<file path="src/hdl/mm_pkg.sv">
// ----------------------------------------------------------------------------
// Matrix multiply package
// Shared sizes, register indexes, control types and helpers.
// ----------------------------------------------------------------------------
package mm_pkg;

    localparam int MAX_DIM     = 8;
    localparam int DATA_WIDTH  = 16;
    localparam int ACC_WIDTH   = 40;
    localparam int DIM_WIDTH   = 4;
    localparam int STORE_DEPTH = MAX_DIM * MAX_DIM;
    localparam int ADDR_WIDTH  = $clog2(STORE_DEPTH);
    localparam int IDX_WIDTH   = $clog2(MAX_DIM);
    localparam int CNT_WIDTH   = $clog2(2 * STORE_DEPTH);
    localparam int SIZE_WIDTH  = CNT_WIDTH + 1;
    localparam int PROD_WIDTH  = 2 * DATA_WIDTH;
    localparam int CFG_IDX_WIDTH = 2;

    localparam logic [CFG_IDX_WIDTH-1:0] REG_ROWS_A = 2'd0;
    localparam logic [CFG_IDX_WIDTH-1:0] REG_COLS_A = 2'd1;
    localparam logic [CFG_IDX_WIDTH-1:0] REG_ROWS_B = 2'd2;
    localparam logic [CFG_IDX_WIDTH-1:0] REG_COLS_B = 2'd3;

    localparam logic [DIM_WIDTH-1:0] DIM_MAX = DIM_WIDTH'(MAX_DIM);
    localparam logic [DIM_WIDTH-1:0] DIM_ONE = DIM_WIDTH'(1);

    // Control that travels down the multiply-accumulate pipeline
    typedef struct packed {
        logic valid;
        logic first;
        logic last;
    } mm_mac_ctl_t;

    // Zero counts as one, anything above the maximum as the maximum
    function automatic logic [DIM_WIDTH-1:0] clamp_dim(input logic [DIM_WIDTH-1:0] v);
        logic [DIM_WIDTH-1:0] r;
        begin
            if (v == '0) begin
                r = DIM_ONE;
            end else if (v > DIM_MAX) begin
                r = DIM_MAX;
            end else begin
                r = v;
            end
            return r;
        end
    endfunction

endpackage

</file>
<file path="src/hdl/matrix_multiply.sv">
// ----------------------------------------------------------------------------
// Matrix multiply
// Loads A then B one element per item, then sends A*B in row-major order.
// ----------------------------------------------------------------------------
// The block takes one element per cycle while loading: rows_a*cols_a elements
// of A, then rows_b*cols_b elements of B, both row-major, signed Q8.8. The
// item that completes B starts the computation and s_axis_tready stays low
// until the run is sent. With unequal inner dimensions a single item with
// tuser set and zero data is sent. Otherwise each product element is summed
// on the one multiply-accumulate unit (one read of each store per term,
// three pipeline stages, then a hand-over of the sum to the output
// register), and the next sum is computed while the previous one waits on
// m_axis. Sizes of 0 act as 1, sizes above 8 act as 8. tlast marks the
// final item of a run.
// ----------------------------------------------------------------------------
module matrix_multiply
    import mm_pkg::*;
(
    input  logic                     aclk,
    input  logic                     aresetn,
    input  logic                     s_axis_tvalid,
    output logic                     s_axis_tready,
    input  logic [15:0]              s_axis_tdata,   // [15:0] element_value
    output logic                     m_axis_tvalid,
    input  logic                     m_axis_tready,
    output logic [39:0]              m_axis_tdata,   // [39:0] product_value
    output logic                     m_axis_tuser,   // [0] status
    output logic                     m_axis_tlast,   // last_result
    input  logic                     cfg_we,
    input  logic [CFG_IDX_WIDTH-1:0] cfg_index,
    input  logic [DIM_WIDTH-1:0]     cfg_wdata
);

    typedef enum logic [4:0] {
        ST_LOAD  = 5'b00001,
        ST_MAC   = 5'b00010,
        ST_DRAIN = 5'b00100,
        ST_PUSH  = 5'b01000,
        ST_ERR   = 5'b10000
    } mm_state_t;

    mm_state_t state_reg, state_next;

    logic [DIM_WIDTH-1:0] rows_a_reg, cols_a_reg, rows_b_reg, cols_b_reg;
    logic [DIM_WIDTH-1:0] ra, ca, rb, cb;
    logic [SIZE_WIDTH-1:0] na, nb, total, pos_ext, pos_inc;
    logic [SIZE_WIDTH-1:0] b_off;

    logic [CNT_WIDTH-1:0]  pos_reg, pos_next;
    logic [IDX_WIDTH-1:0]  r_reg, r_next, c_reg, c_next, k_reg, k_next;
    logic [ADDR_WIDTH-1:0] a_row_reg, a_row_next, a_ptr_reg, a_ptr_next;
    logic [ADDR_WIDTH-1:0] b_ptr_reg, b_ptr_next;

    logic                  s_accept, last_elem, k_last, r_last, c_last;
    logic                  a_we, b_we;
    logic [DATA_WIDTH-1:0] a_rdata, b_rdata;
    mm_mac_ctl_t           issue;
    logic                  mac_done;
    logic signed [ACC_WIDTH-1:0] mac_acc;

    logic                 m_valid_reg, m_valid_next;
    logic [ACC_WIDTH-1:0] m_data_reg, m_data_next;
    logic                 m_user_reg, m_user_next;
    logic                 m_last_reg, m_last_next;
    logic                 out_free;

    // Configuration registers
    always_ff @(posedge aclk) begin
        if (!aresetn) begin
            rows_a_reg <= DIM_ONE;
            cols_a_reg <= DIM_ONE;
            rows_b_reg <= DIM_ONE;
            cols_b_reg <= DIM_ONE;
        end else if (cfg_we) begin
            case (cfg_index)
                REG_ROWS_A: rows_a_reg <= cfg_wdata;
                REG_COLS_A: cols_a_reg <= cfg_wdata;
                REG_ROWS_B: rows_b_reg <= cfg_wdata;
                REG_COLS_B: cols_b_reg <= cfg_wdata;
                default: ;
            endcase
        end
    end

    assign ra = clamp_dim(rows_a_reg);
    assign ca = clamp_dim(cols_a_reg);
    assign rb = clamp_dim(rows_b_reg);
    assign cb = clamp_dim(cols_b_reg);

    assign na      = SIZE_WIDTH'(ra) * SIZE_WIDTH'(ca);
    assign nb      = SIZE_WIDTH'(rb) * SIZE_WIDTH'(cb);
    assign total   = na + nb;
    assign pos_ext = SIZE_WIDTH'(pos_reg);
    assign pos_inc = pos_ext + SIZE_WIDTH'(1);
    assign b_off   = pos_ext - na;

    assign s_axis_tready = (state_reg == ST_LOAD);
    assign s_accept      = s_axis_tvalid & s_axis_tready;
    assign last_elem     = (pos_inc >= total);

    // Store only positions that fall inside A or B
    assign a_we = s_accept & (pos_ext < na);
    assign b_we = s_accept & (pos_ext >= na) & (pos_ext < total);

    assign k_last = ({1'b0, k_reg} + DIM_ONE == ca);
    assign r_last = ({1'b0, r_reg} + DIM_ONE == ra);
    assign c_last = ({1'b0, c_reg} + DIM_ONE == cb);

    assign out_free = ~m_valid_reg | m_axis_tready;

    always_comb begin
        issue.valid = (state_reg == ST_MAC);
        issue.first = (k_reg == '0);
        issue.last  = k_last;
    end

    always_comb begin
        state_next   = state_reg;
        pos_next     = pos_reg;
        r_next       = r_reg;
        c_next       = c_reg;
        k_next       = k_reg;
        a_row_next   = a_row_reg;
        a_ptr_next   = a_ptr_reg;
        b_ptr_next   = b_ptr_reg;
        m_valid_next = m_valid_reg & ~m_axis_tready;
        m_data_next  = m_data_reg;
        m_user_next  = m_user_reg;
        m_last_next  = m_last_reg;

        case (state_reg)
            ST_LOAD: begin
                if (s_accept) begin
                    if (last_elem) begin
                        pos_next   = '0;
                        r_next     = '0;
                        c_next     = '0;
                        k_next     = '0;
                        a_row_next = '0;
                        a_ptr_next = '0;
                        b_ptr_next = '0;
                        state_next = (ca != rb) ? ST_ERR : ST_MAC;
                    end else begin
                        pos_next = CNT_WIDTH'(pos_inc);
                    end
                end
            end
            ST_MAC: begin
                if (k_last) begin
                    state_next = ST_DRAIN;
                end else begin
                    k_next     = k_reg + IDX_WIDTH'(1);
                    a_ptr_next = a_ptr_reg + ADDR_WIDTH'(1);
                    b_ptr_next = b_ptr_reg + ADDR_WIDTH'(cb);
                end
            end
            ST_DRAIN: begin
                if (mac_done) begin
                    state_next = ST_PUSH;
                end
            end
            ST_PUSH: begin
                if (out_free) begin
                    m_valid_next = 1'b1;
                    m_data_next  = mac_acc;
                    m_user_next  = 1'b0;
                    m_last_next  = r_last & c_last;
                    k_next       = '0;
                    if (r_last & c_last) begin
                        state_next = ST_LOAD;
                    end else begin
                        state_next = ST_MAC;
                        if (c_last) begin
                            c_next     = '0;
                            r_next     = r_reg + IDX_WIDTH'(1);
                            a_row_next = a_row_reg + ADDR_WIDTH'(ca);
                            a_ptr_next = a_row_reg + ADDR_WIDTH'(ca);
                            b_ptr_next = '0;
                        end else begin
                            c_next     = c_reg + IDX_WIDTH'(1);
                            a_ptr_next = a_row_reg;
                            b_ptr_next = ADDR_WIDTH'(c_reg) + ADDR_WIDTH'(1);
                        end
                    end
                end
            end
            ST_ERR: begin
                if (out_free) begin
                    m_valid_next = 1'b1;
                    m_data_next  = '0;
                    m_user_next  = 1'b1;
                    m_last_next  = 1'b1;
                    state_next   = ST_LOAD;
                end
            end
            default: begin
                state_next = ST_LOAD;
            end
        endcase
    end

    always_ff @(posedge aclk) begin
        if (!aresetn) begin
            state_reg   <= ST_LOAD;
            pos_reg     <= '0;
            m_valid_reg <= 1'b0;
        end else begin
            state_reg   <= state_next;
            pos_reg     <= pos_next;
            m_valid_reg <= m_valid_next;
        end
    end

    always_ff @(posedge aclk) begin
        r_reg      <= r_next;
        c_reg      <= c_next;
        k_reg      <= k_next;
        a_row_reg  <= a_row_next;
        a_ptr_reg  <= a_ptr_next;
        b_ptr_reg  <= b_ptr_next;
        m_data_reg <= m_data_next;
        m_user_reg <= m_user_next;
        m_last_reg <= m_last_next;
    end

    mm_ram #(
        .WIDTH (DATA_WIDTH),
        .DEPTH (STORE_DEPTH)
    ) u_store_a (
        .aclk  (aclk),
        .we    (a_we),
        .waddr (pos_reg[ADDR_WIDTH-1:0]),
        .wdata (s_axis_tdata),
        .raddr (a_ptr_reg),
        .rdata (a_rdata)
    );

    mm_ram #(
        .WIDTH (DATA_WIDTH),
        .DEPTH (STORE_DEPTH)
    ) u_store_b (
        .aclk  (aclk),
        .we    (b_we),
        .waddr (b_off[ADDR_WIDTH-1:0]),
        .wdata (s_axis_tdata),
        .raddr (b_ptr_reg),
        .rdata (b_rdata)
    );

    mm_mac u_mac (
        .aclk    (aclk),
        .aresetn (aresetn),
        .issue   (issue),
        .a_data  (a_rdata),
        .b_data  (b_rdata),
        .done    (mac_done),
        .acc     (mac_acc)
    );

    assign m_axis_tvalid = m_valid_reg;
    assign m_axis_tdata  = m_data_reg;
    assign m_axis_tuser  = m_user_reg;
    assign m_axis_tlast  = m_last_reg;

endmodule

</file>
<file path="src/hdl/mm_ram.sv">
// ----------------------------------------------------------------------------
// Generic RAM
// One write port, one read port with registered read data.
// ----------------------------------------------------------------------------
module mm_ram #(
    parameter int WIDTH = 16,
    parameter int DEPTH = 64
) (
    input  logic                     aclk,
    input  logic                     we,
    input  logic [$clog2(DEPTH)-1:0] waddr,
    input  logic [WIDTH-1:0]         wdata,
    input  logic [$clog2(DEPTH)-1:0] raddr,
    output logic [WIDTH-1:0]         rdata
);

    logic [WIDTH-1:0] mem [DEPTH];
    logic [WIDTH-1:0] rdata_reg;

    always_ff @(posedge aclk) begin
        if (we) begin
            mem[waddr] <= wdata;
        end
        rdata_reg <= mem[raddr];
    end

    assign rdata = rdata_reg;

endmodule

</file>
<file path="src/hdl/mm_mac.sv">
// ----------------------------------------------------------------------------
// Matrix multiply MAC unit
// Shared multiply-accumulate: aligns with RAM read, multiplies, accumulates.
// ----------------------------------------------------------------------------
module mm_mac
    import mm_pkg::*;
(
    input  logic                         aclk,
    input  logic                         aresetn,
    input  mm_mac_ctl_t                  issue,
    input  logic signed [DATA_WIDTH-1:0] a_data,
    input  logic signed [DATA_WIDTH-1:0] b_data,
    output logic                         done,
    output logic signed [ACC_WIDTH-1:0]  acc
);

    mm_mac_ctl_t ctl1_reg, ctl2_reg;
    logic signed [PROD_WIDTH-1:0] prod_reg;
    logic signed [ACC_WIDTH-1:0]  acc_reg, acc_next;
    logic signed [ACC_WIDTH-1:0]  prod_ext;
    logic                         done_reg;

    assign prod_ext = ACC_WIDTH'(prod_reg);

    always_comb begin
        acc_next = acc_reg;
        if (ctl2_reg.valid) begin
            acc_next = ctl2_reg.first ? prod_ext : acc_reg + prod_ext;
        end
    end

    always_ff @(posedge aclk) begin
        if (!aresetn) begin
            ctl1_reg <= '0;
            ctl2_reg <= '0;
            done_reg <= 1'b0;
        end else begin
            ctl1_reg <= issue;
            ctl2_reg <= ctl1_reg;
            done_reg <= ctl2_reg.valid & ctl2_reg.last;
        end
    end

    always_ff @(posedge aclk) begin
        prod_reg <= a_data * b_data;
        acc_reg  <= acc_next;
    end

    assign done = done_reg;
    assign acc  = acc_reg;

endmodule

</file>
<file path="config.mk">
export PLATFORM = sky130hd
export DESIGN_NAME = matrix_multiply
export DESIGN_NICKNAME = d
export VERILOG_FILES = /design/src/hdl/mm_pkg.sv /design/src/hdl/matrix_multiply.sv /design/src/hdl/mm_ram.sv /design/src/hdl/mm_mac.sv
export SDC_FILE = /design/constraint.sdc
export NUM_CORES = 2
export LEC_CHECK = 0
export BUFFER_PORTS_ARGS = -buffer_cell sky130_fd_sc_hd__buf_2
export CAP_MARGIN = 20
export CORE_ASPECT_RATIO = 1.2
export CORE_MARGIN = 2
export CORE_UTILIZATION = 40
export DETAILED_ROUTE_END_ITERATION = 10
export GPL_ROUTABILITY_DRIVEN = 1
export PLACE_DENSITY = 0.53
export SLEW_MARGIN = 25
export SYNTH_ARGS = -nofsm -noshare
export SYNTH_HDL_FRONTEND = slang
export SYNTH_SLANG_ARGS = --single-unit
</file>
<file path="constraint.sdc">
create_clock -name aclk -period 7.1 [get_ports aclk]
set_input_delay 1.065 -clock aclk [delete_from_list [all_inputs] [get_ports aclk]]
set_output_delay 1.065 -clock aclk [all_outputs]
set_load 0.005 [all_outputs]
</file>
Yosys cells after proc, flatten, opt, wreduce, memory -nomap -nowiden
Memory sizes are Yosys's and may differ from the RTL's. A register that Yosys moved wholly into a read port is not among the register bits.
Index checks and enable logic that the tools add are counted.
- output and inout port bits: 44
- word-level logic and storage cells: 163
- input port bits: 27
- register bits: 177
- memories kept: 2
- RAM bits: 2048
- memory list (name ; depth ; bits a word ; rd ports ; clocked after memory_dff ; write ports ; RTL line ; text):
    u_store_a.mem ; 64 ; 16 ; 1 ; 1 ; 1 ; mm_ram.sv:17 ; logic [WIDTH-1:0] mem [DEPTH];
    u_store_b.mem ; 64 ; 16 ; 1 ; 1 ; 1 ; mm_ram.sv:17 ;
- $lt $le $gt $ge: 8
- bitwise logic cells: 10
- add/subtract/negate cells: 14
- equality and inequality tests: 21
- reductions and logical operators: 21
- multiplexer cells: 59
- $mul: 3
- operator list (operator ; number):
    2-to-1 mux 40 bit ; 3
    case mux 40 bit (2 select lines) ; 1
    2-to-1 mux 6 bit ; 9
    adder 40 x 32 -> 40 bit ; 1
    2-to-1 mux 4 bit ; 9
    case mux 6 bit (3 select lines) ; 2
    2-to-1 mux 5 bit ; 7
    multiplier 16 x 16 -> 32 bit ; 1
    2-to-1 mux 3 bit ; 10
    case mux 5 bit (5 select lines) ; 1
    AND reduction 6 bit ; 3
    adder 3 x 1 -> 4 bit, second input constant ; 4
    greater-than comparator 4 bit, second input constant ; 4
    logical NOT 4 bit ; 4
    < comparator 7 x 8 -> 1 bit ; 2
    multiplier 4 x 4 -> 8 bit ; 2
    adder 6 x 4 -> 6 bit ; 2
    equality test 4 bit ; 3
    inequality test 2 bit, second input constant ; 6
    case mux 3 bit (2 select lines) ; 2
    case mux 6 bit (2 select lines) ; 1
    AND reduction 2 bit ; 5
    AND reduction 5 bit ; 2
    adder 3 x 1 -> 3 bit, second input constant ; 3
    29 further kinds ; 49

Longest topological paths before layout
- depth after elaboration: 9
- gate-level depth with buffers: 25
- mapped depth without buffers: 24

By module
Synthesis repeated with hierarchy kept, for this count alone.
- cell total of the unflattened synthesis: 5815
- area total of the unflattened synthesis: 100817.9 um2
- by module, submodules not included (module ; area each (um2) ; cells each ; seq. area each (um2) ; times used):
    mm_ram at u_store_b ; 40042.2 ; 1829 ; 31069.8 ; 1
    mm_ram at u_store_a ; 39913.3 ; 1819 ; 31069.8 ; 1
    mm_mac ; 14433.8 ; 1546 ; 1981.9 ; 1
    matrix_multiply ; 6428.7 ; 621 ; 2652.5 ; 1

Worst setup path before layout
No wires, ideal clock.
- kind: reg2reg
- start point: reg rows_a_reg[2]
- end point: mem u_store_b.mem[56][0] (enable)
- path buffers: 0
- library setup time: 389 ps
- slack: 757 ps
- clock period less this slack: 6343 ps
- data required time: 6711 ps
- arrival: 5954 ps
- stages on the path, launching flop included: 23
- path through: dfxtp_1 nor2_1 o21ai_0 inv_1 nand2_1 fa_1 inv_1 fa_1 fa_1 inv_1 fa_1 inv_1 ha_1 a21oi_1 xnor2_1 ha_1 o21a_1 o21ai_0 nand2b_1 maj3_1 a211oi_1 nand3_1 nor2_1
- cells in the longest elaborated chain, start to end: 9
- elaborated cells on any way between the ends: 13
- classes of those cells: 2 x add/sub; 1 x mul; 3 x order compare; 4 x mux; 2 x bitwise; 1 x reduce/logical
- RTL lines (element ; RTL line ; text):
    from (decl) ; matrix_multiply.sv:44 ; logic [DIM_WIDTH-1:0] rows_a_reg, cols_a_reg, rows_b_reg, cols_b_reg;
    from (signal assigned) ; matrix_multiply.sv:76 ; REG_ROWS_A: rows_a_reg <= cfg_wdata;
    greater-than comparator 4 bit ; mm_pkg.sv:40 ; end else if (v > DIM_MAX) begin
    2-to-1 mux 4 bit ; mm_pkg.sv:40 ;
    2-to-1 mux 4 bit * ; mm_pkg.sv:38 ; if (v == '0) begin
    multiplier 4 x 4 -> 8 bit * ; matrix_multiply.sv:90 ; assign na = SIZE_WIDTH'(ra) * SIZE_WIDTH'(ca);
    adder 8 bit / >= comparator 7 x 8 -> 1 bit (equally long branches) ; matrix_multiply.sv:92, matrix_multiply.sv:103 ;
    < comparator 7 x 8 -> 1 bit / bitwise AND 1 bit (equally long branches) ; matrix_multiply.sv:103 ; assign b_we = s_accept & (pos_ext >= na) & (pos_ext < total);
    bitwise AND 1 bit ; matrix_multiply.sv:103 ;
    2-to-1 mux 1 bit ; mm_ram.sv:21 ; if (we) begin
    2-to-1 mux 1 bit (not written as such) ; mm_ram.sv:22 ; mem[waddr] <= wdata;
    to (decl) ; mm_ram.sv:17 ;
Every way passes the cells marked *; elsewhere a longest branch is shown, timed or not.

Final worst setup path
- start point: reg u_store_b.rdata_reg[2], in the netlist u_store_b.rdata[2] (read register of u_store_b.mem)
- end point: reg u_mac.prod_reg[29]
- cells in the longest elaborated chain, start to end: 1
- RTL lines (element ; RTL line ; text):
    from (decl) ; mm_ram.sv:18 ; logic [WIDTH-1:0] rdata_reg;
    multiplier 16 x 16 -> 32 bit ; mm_mac.sv:45 ; prod_reg <= a_data * b_data;
    to (signal assigned) ; mm_mac.sv:45 ;
    to (decl) ; mm_mac.sv:18 ; logic signed [PROD_WIDTH-1:0] prod_reg;
No other way between the ends.
A chain may end at the register's enable or synchronous reset.

==> impl_results.md <==
- Outcome: completed
- Final Core Density: 0.455
- RSZ-0062 raised after global routing: false
- # resized after CTS: 0
- Total CTS buffers: ~230
- Via count: slightly above 50000
- Post-layout nets: 6434
- Antenna-violating nets left: 0
- Final wirelength: 252 mm
- Area growth, synth to finish: 13.0%
- Endpoints failing setup: 0
- Crit path max fanout: 16
- TritonCTS clock tree: built
- Initial antenna violation count: 16
- Post-DP Area: 105000 um2
- Initial Util: 0.402
- CTS H-tree depth: 4
- Worst setup margin: 0.389 ns
- Fin Setup TNS: 0 ns
- Synthesized cell area: 99600 um2
- Top flop regs: u_store_a.mem x1024, u_store_b.mem x1024
- Core Region: 247000 um2
- Die ar.: between 200000 and 300000 um2
- Die Wd: around 460 um
- Max-slew headroom: 0.190
- Met3 Routed Length: 11.0 mm
- Synthesized flop and latch total: between 2000 and 2500
- Slew @ Worst Pin: 1.22 ns
- Final max-slew violation count: 0
- Final Critical Period: 6.71 ns
- Clock buffer depth: 4
- Async S/R FF share, synth: 0
- Die height: ~550 um
- Routability cong.: around 0.81
- First drt pass iteration count: 7
- Reg clk slew, reported paths: about 0.06 ns
- Largest net degree at the start of global routing: 138
- Critical path's slowest cell: dfxtp_1
- Port bufs: 70
- DRC: 0
- Worst-Skew Late Latency: 0.89 ns
- # hold bufs at CTS: 0
- Post-synth EDFFs: between 2000 and 2500
- WS Path Type: reg -> reg
- Max Fclk: around 150 MHz
- DR iter-0 viols: 4464
- Startpoint class of the critical path: flip-flop
- Vias in the first global route: 52594
- Clock Tree Root: clkbuf_16
- Synth Net Count: 6168
- Worst path most repeated cell: fa_1
- Worst path required time: between 7 and 8 ns
- Worst path max stage delay: 0.66 ns
- Period utilisation layout: 0.945
- Seq/Total Area, Yosys: 0.671
- Most common cell after layout, fill and taps aside: edfxtp_1
- Yosys warns: 0
- Worst slack, placed: 0.307 ns
- Yosys cell types: 77
- CP arrival: 7.47 ns
- Cell count after synthesis: 5680
- Worst hold path type: reg -> reg
- First-pass GRT wire length: 369 mm
- Fin. Hold Viols: 0
- I/O pins: 71
- Top Layer Used: met5
- Most used DFF post-synth: edfxtp_1
- Met2 wire length: about 130 mm
- Fin Clk Skew: 0.0695 ns
- Most frequent cells in the layout: 2157 x edfxtp_1, 480 x mux4_2, 357 x inv_1, 304 x nand2_1, 279 x fa_1
- GRT Util Overall: 0.199
- Fin area: 113000 um2
- Max Cap Violations: 0
- Worst setup EP type: flip-flop
- Syn avg cell area: ~18 um2
- Metal1 wirelength: 109 mm
- Post-DP HPWL: ~160 mm
- Clk sinks: 2257
- Rows: 200
- Layout cells sized above 1: 0.196
- Gr ovfl total: 0
- Wire length per cell: 26.9 um
- Post-CTS Setup Bufs: 0
- Crit path cell chain: nand2_1 -> fa_1 -> inv_1 -> fa_1 -> fa_1 -> fa_1 -> inv_1 -> fa_1 -> inv_1 -> fa_1 -> ha_1 -> a21o_1 -> a21oi_1 -> o221a_2 -> o31ai_1 -> a21oi_1 -> o41ai_2 -> a21o_1 -> a21oi_1 -> xnor2_1
- Vias/cell: 5.44
[critical path, delay by kind of cell, from the launching register on]
family	cells	cell delay, ns
adders and majority gates	7	3.39
AOI/OAI and AO/OA	8	2.11
DFF	1	0.66
buffers and inverters	3	0.16
and+or+nand+nor	1	0.14
xor gates and xnor gates	1	0.13
[synth_stat cells, drive strengths merged (3+ instances only)]
| cell type | number | area (um2) |
|---|---|---|
| buf | 74 | 330 |
| nor2b | 18 | 113 |
| mux2i | 210 | 2100 |
| o32ai | 3 | 26.3 |
| inv | 357 | 1340 |
| o22ai | 73 | 457 |
| nand3b | 7 | 52.6 |
| xnor2 | 70 | 613 |
| and2 | 164 | 1030 |
| nor3b | 4 | 30.0 |
| xor2 | 43 | 377 |
| a31oi | 5 | 31.3 |
| nor4 | 3 | 18.8 |
| o31ai | 5 | 37.5 |
| a21oi | 209 | 1050 |
| o21a | 19 | 150 |
| a21o | 46 | 347 |
| o221a | 4 | 45.0 |
| a211oi | 12 | 105 |
| dfxtp | 100 | 2000 |
| nand2b | 22 | 138 |
| fa | 279 | 5590 |
| mux2 | 66 | 743 |
| o221ai | 66 | 578 |
| o21ai | 138 | 694 |
| edfxtp | 2157 | 64800 |
| nor3 | 12 | 60.1 |
| clkbuf | 180 | 676 |
| or3 | 6 | 37.5 |
| nor2 | 228 | 856 |
| or2 | 4 | 25.0 |
| o21bai | 15 | 116 |
| ha | 182 | 2280 |
| nand3 | 43 | 215 |
| a22oi | 3 | 22.5 |
| and3 | 13 | 81.3 |
| mux4 | 480 | 10800 |
| nor4b | 3 | 26.3 |
| o211ai | 8 | 60.1 |
| a21boi | 4 | 30.0 |
| nand4 | 9 | 56.3 |
| nand2 | 306 | 1150 |
[layout make-up]
type	instances	area [um2]
diodes	6	15.0
clock inverters	134	1200
inverters	359	1350
flip-flops and latches	2257	66800
well taps	3232	4040
repair buffers	292	2660
multi-input cells	2810	30500
fillers	21068	135000
clock buffers	276	5930
[through the flow]
stage	hold WS [ns]	cells
final	0.438	9366
after global routing	0.461	9361
after CTS	0.426	9359
after detailed placement	0.419	8949
after global placement	0.416	8948
after floorplan	0.412	5680
[metal layers]
| layer | up-vias | track usage |
|---|---|---|
| met3 | 337 | 0.0237 |
| met1 | 26998 | 0.274 |
| met5 | - | 0 |
| met4 | 4 | 0.0541 |
| met2 | 1156 | 0.336 |
| li1 | 22457 | - |
[cells by family (layout without fill, tap and decap cells)]
logic type | Yosys count | after routing | share of synthesized area
XOR/XNOR | 113 | 113 | 0.00994
multiplexers | 756 | 756 | 0.137
other | 0 | 6 | 0
AND/OR/NAND/NOR | 849 | 849 | 0.0397
adder cells (fa/ha/maj) | 462 | 462 | 0.0791
buffers and inverters | 613 | 1061 | 0.0236
AO/OA/AOI/OAI | 630 | 630 | 0.0401
flip-flops | 2257 | 2257 | 0.671
[path summary, 6_finish.rpt]
check                          startpoint                           end  slack, ns  depth (start not counted)
max reg2reg    u_store_b.rdata[2]$_DFF_P_    u_mac.prod_reg[29]$_DFF_P_       0.39                         20
min reg2reg  u_mac.ctl1_reg[0]$_SDFF_PN0_  u_mac.ctl2_reg[0]$_SDFF_PN0_       0.44                          1
min          u_mac.ctl1_reg[0]$_SDFF_PN0_  u_mac.ctl2_reg[0]$_SDFF_PN0_       0.44                          1
max            u_store_b.rdata[2]$_DFF_P_    u_mac.prod_reg[29]$_DFF_P_       0.39                         20
Power is not shown: default switching activity piles up to over one toggle a cycle in this logic, so the estimate is an artifact.
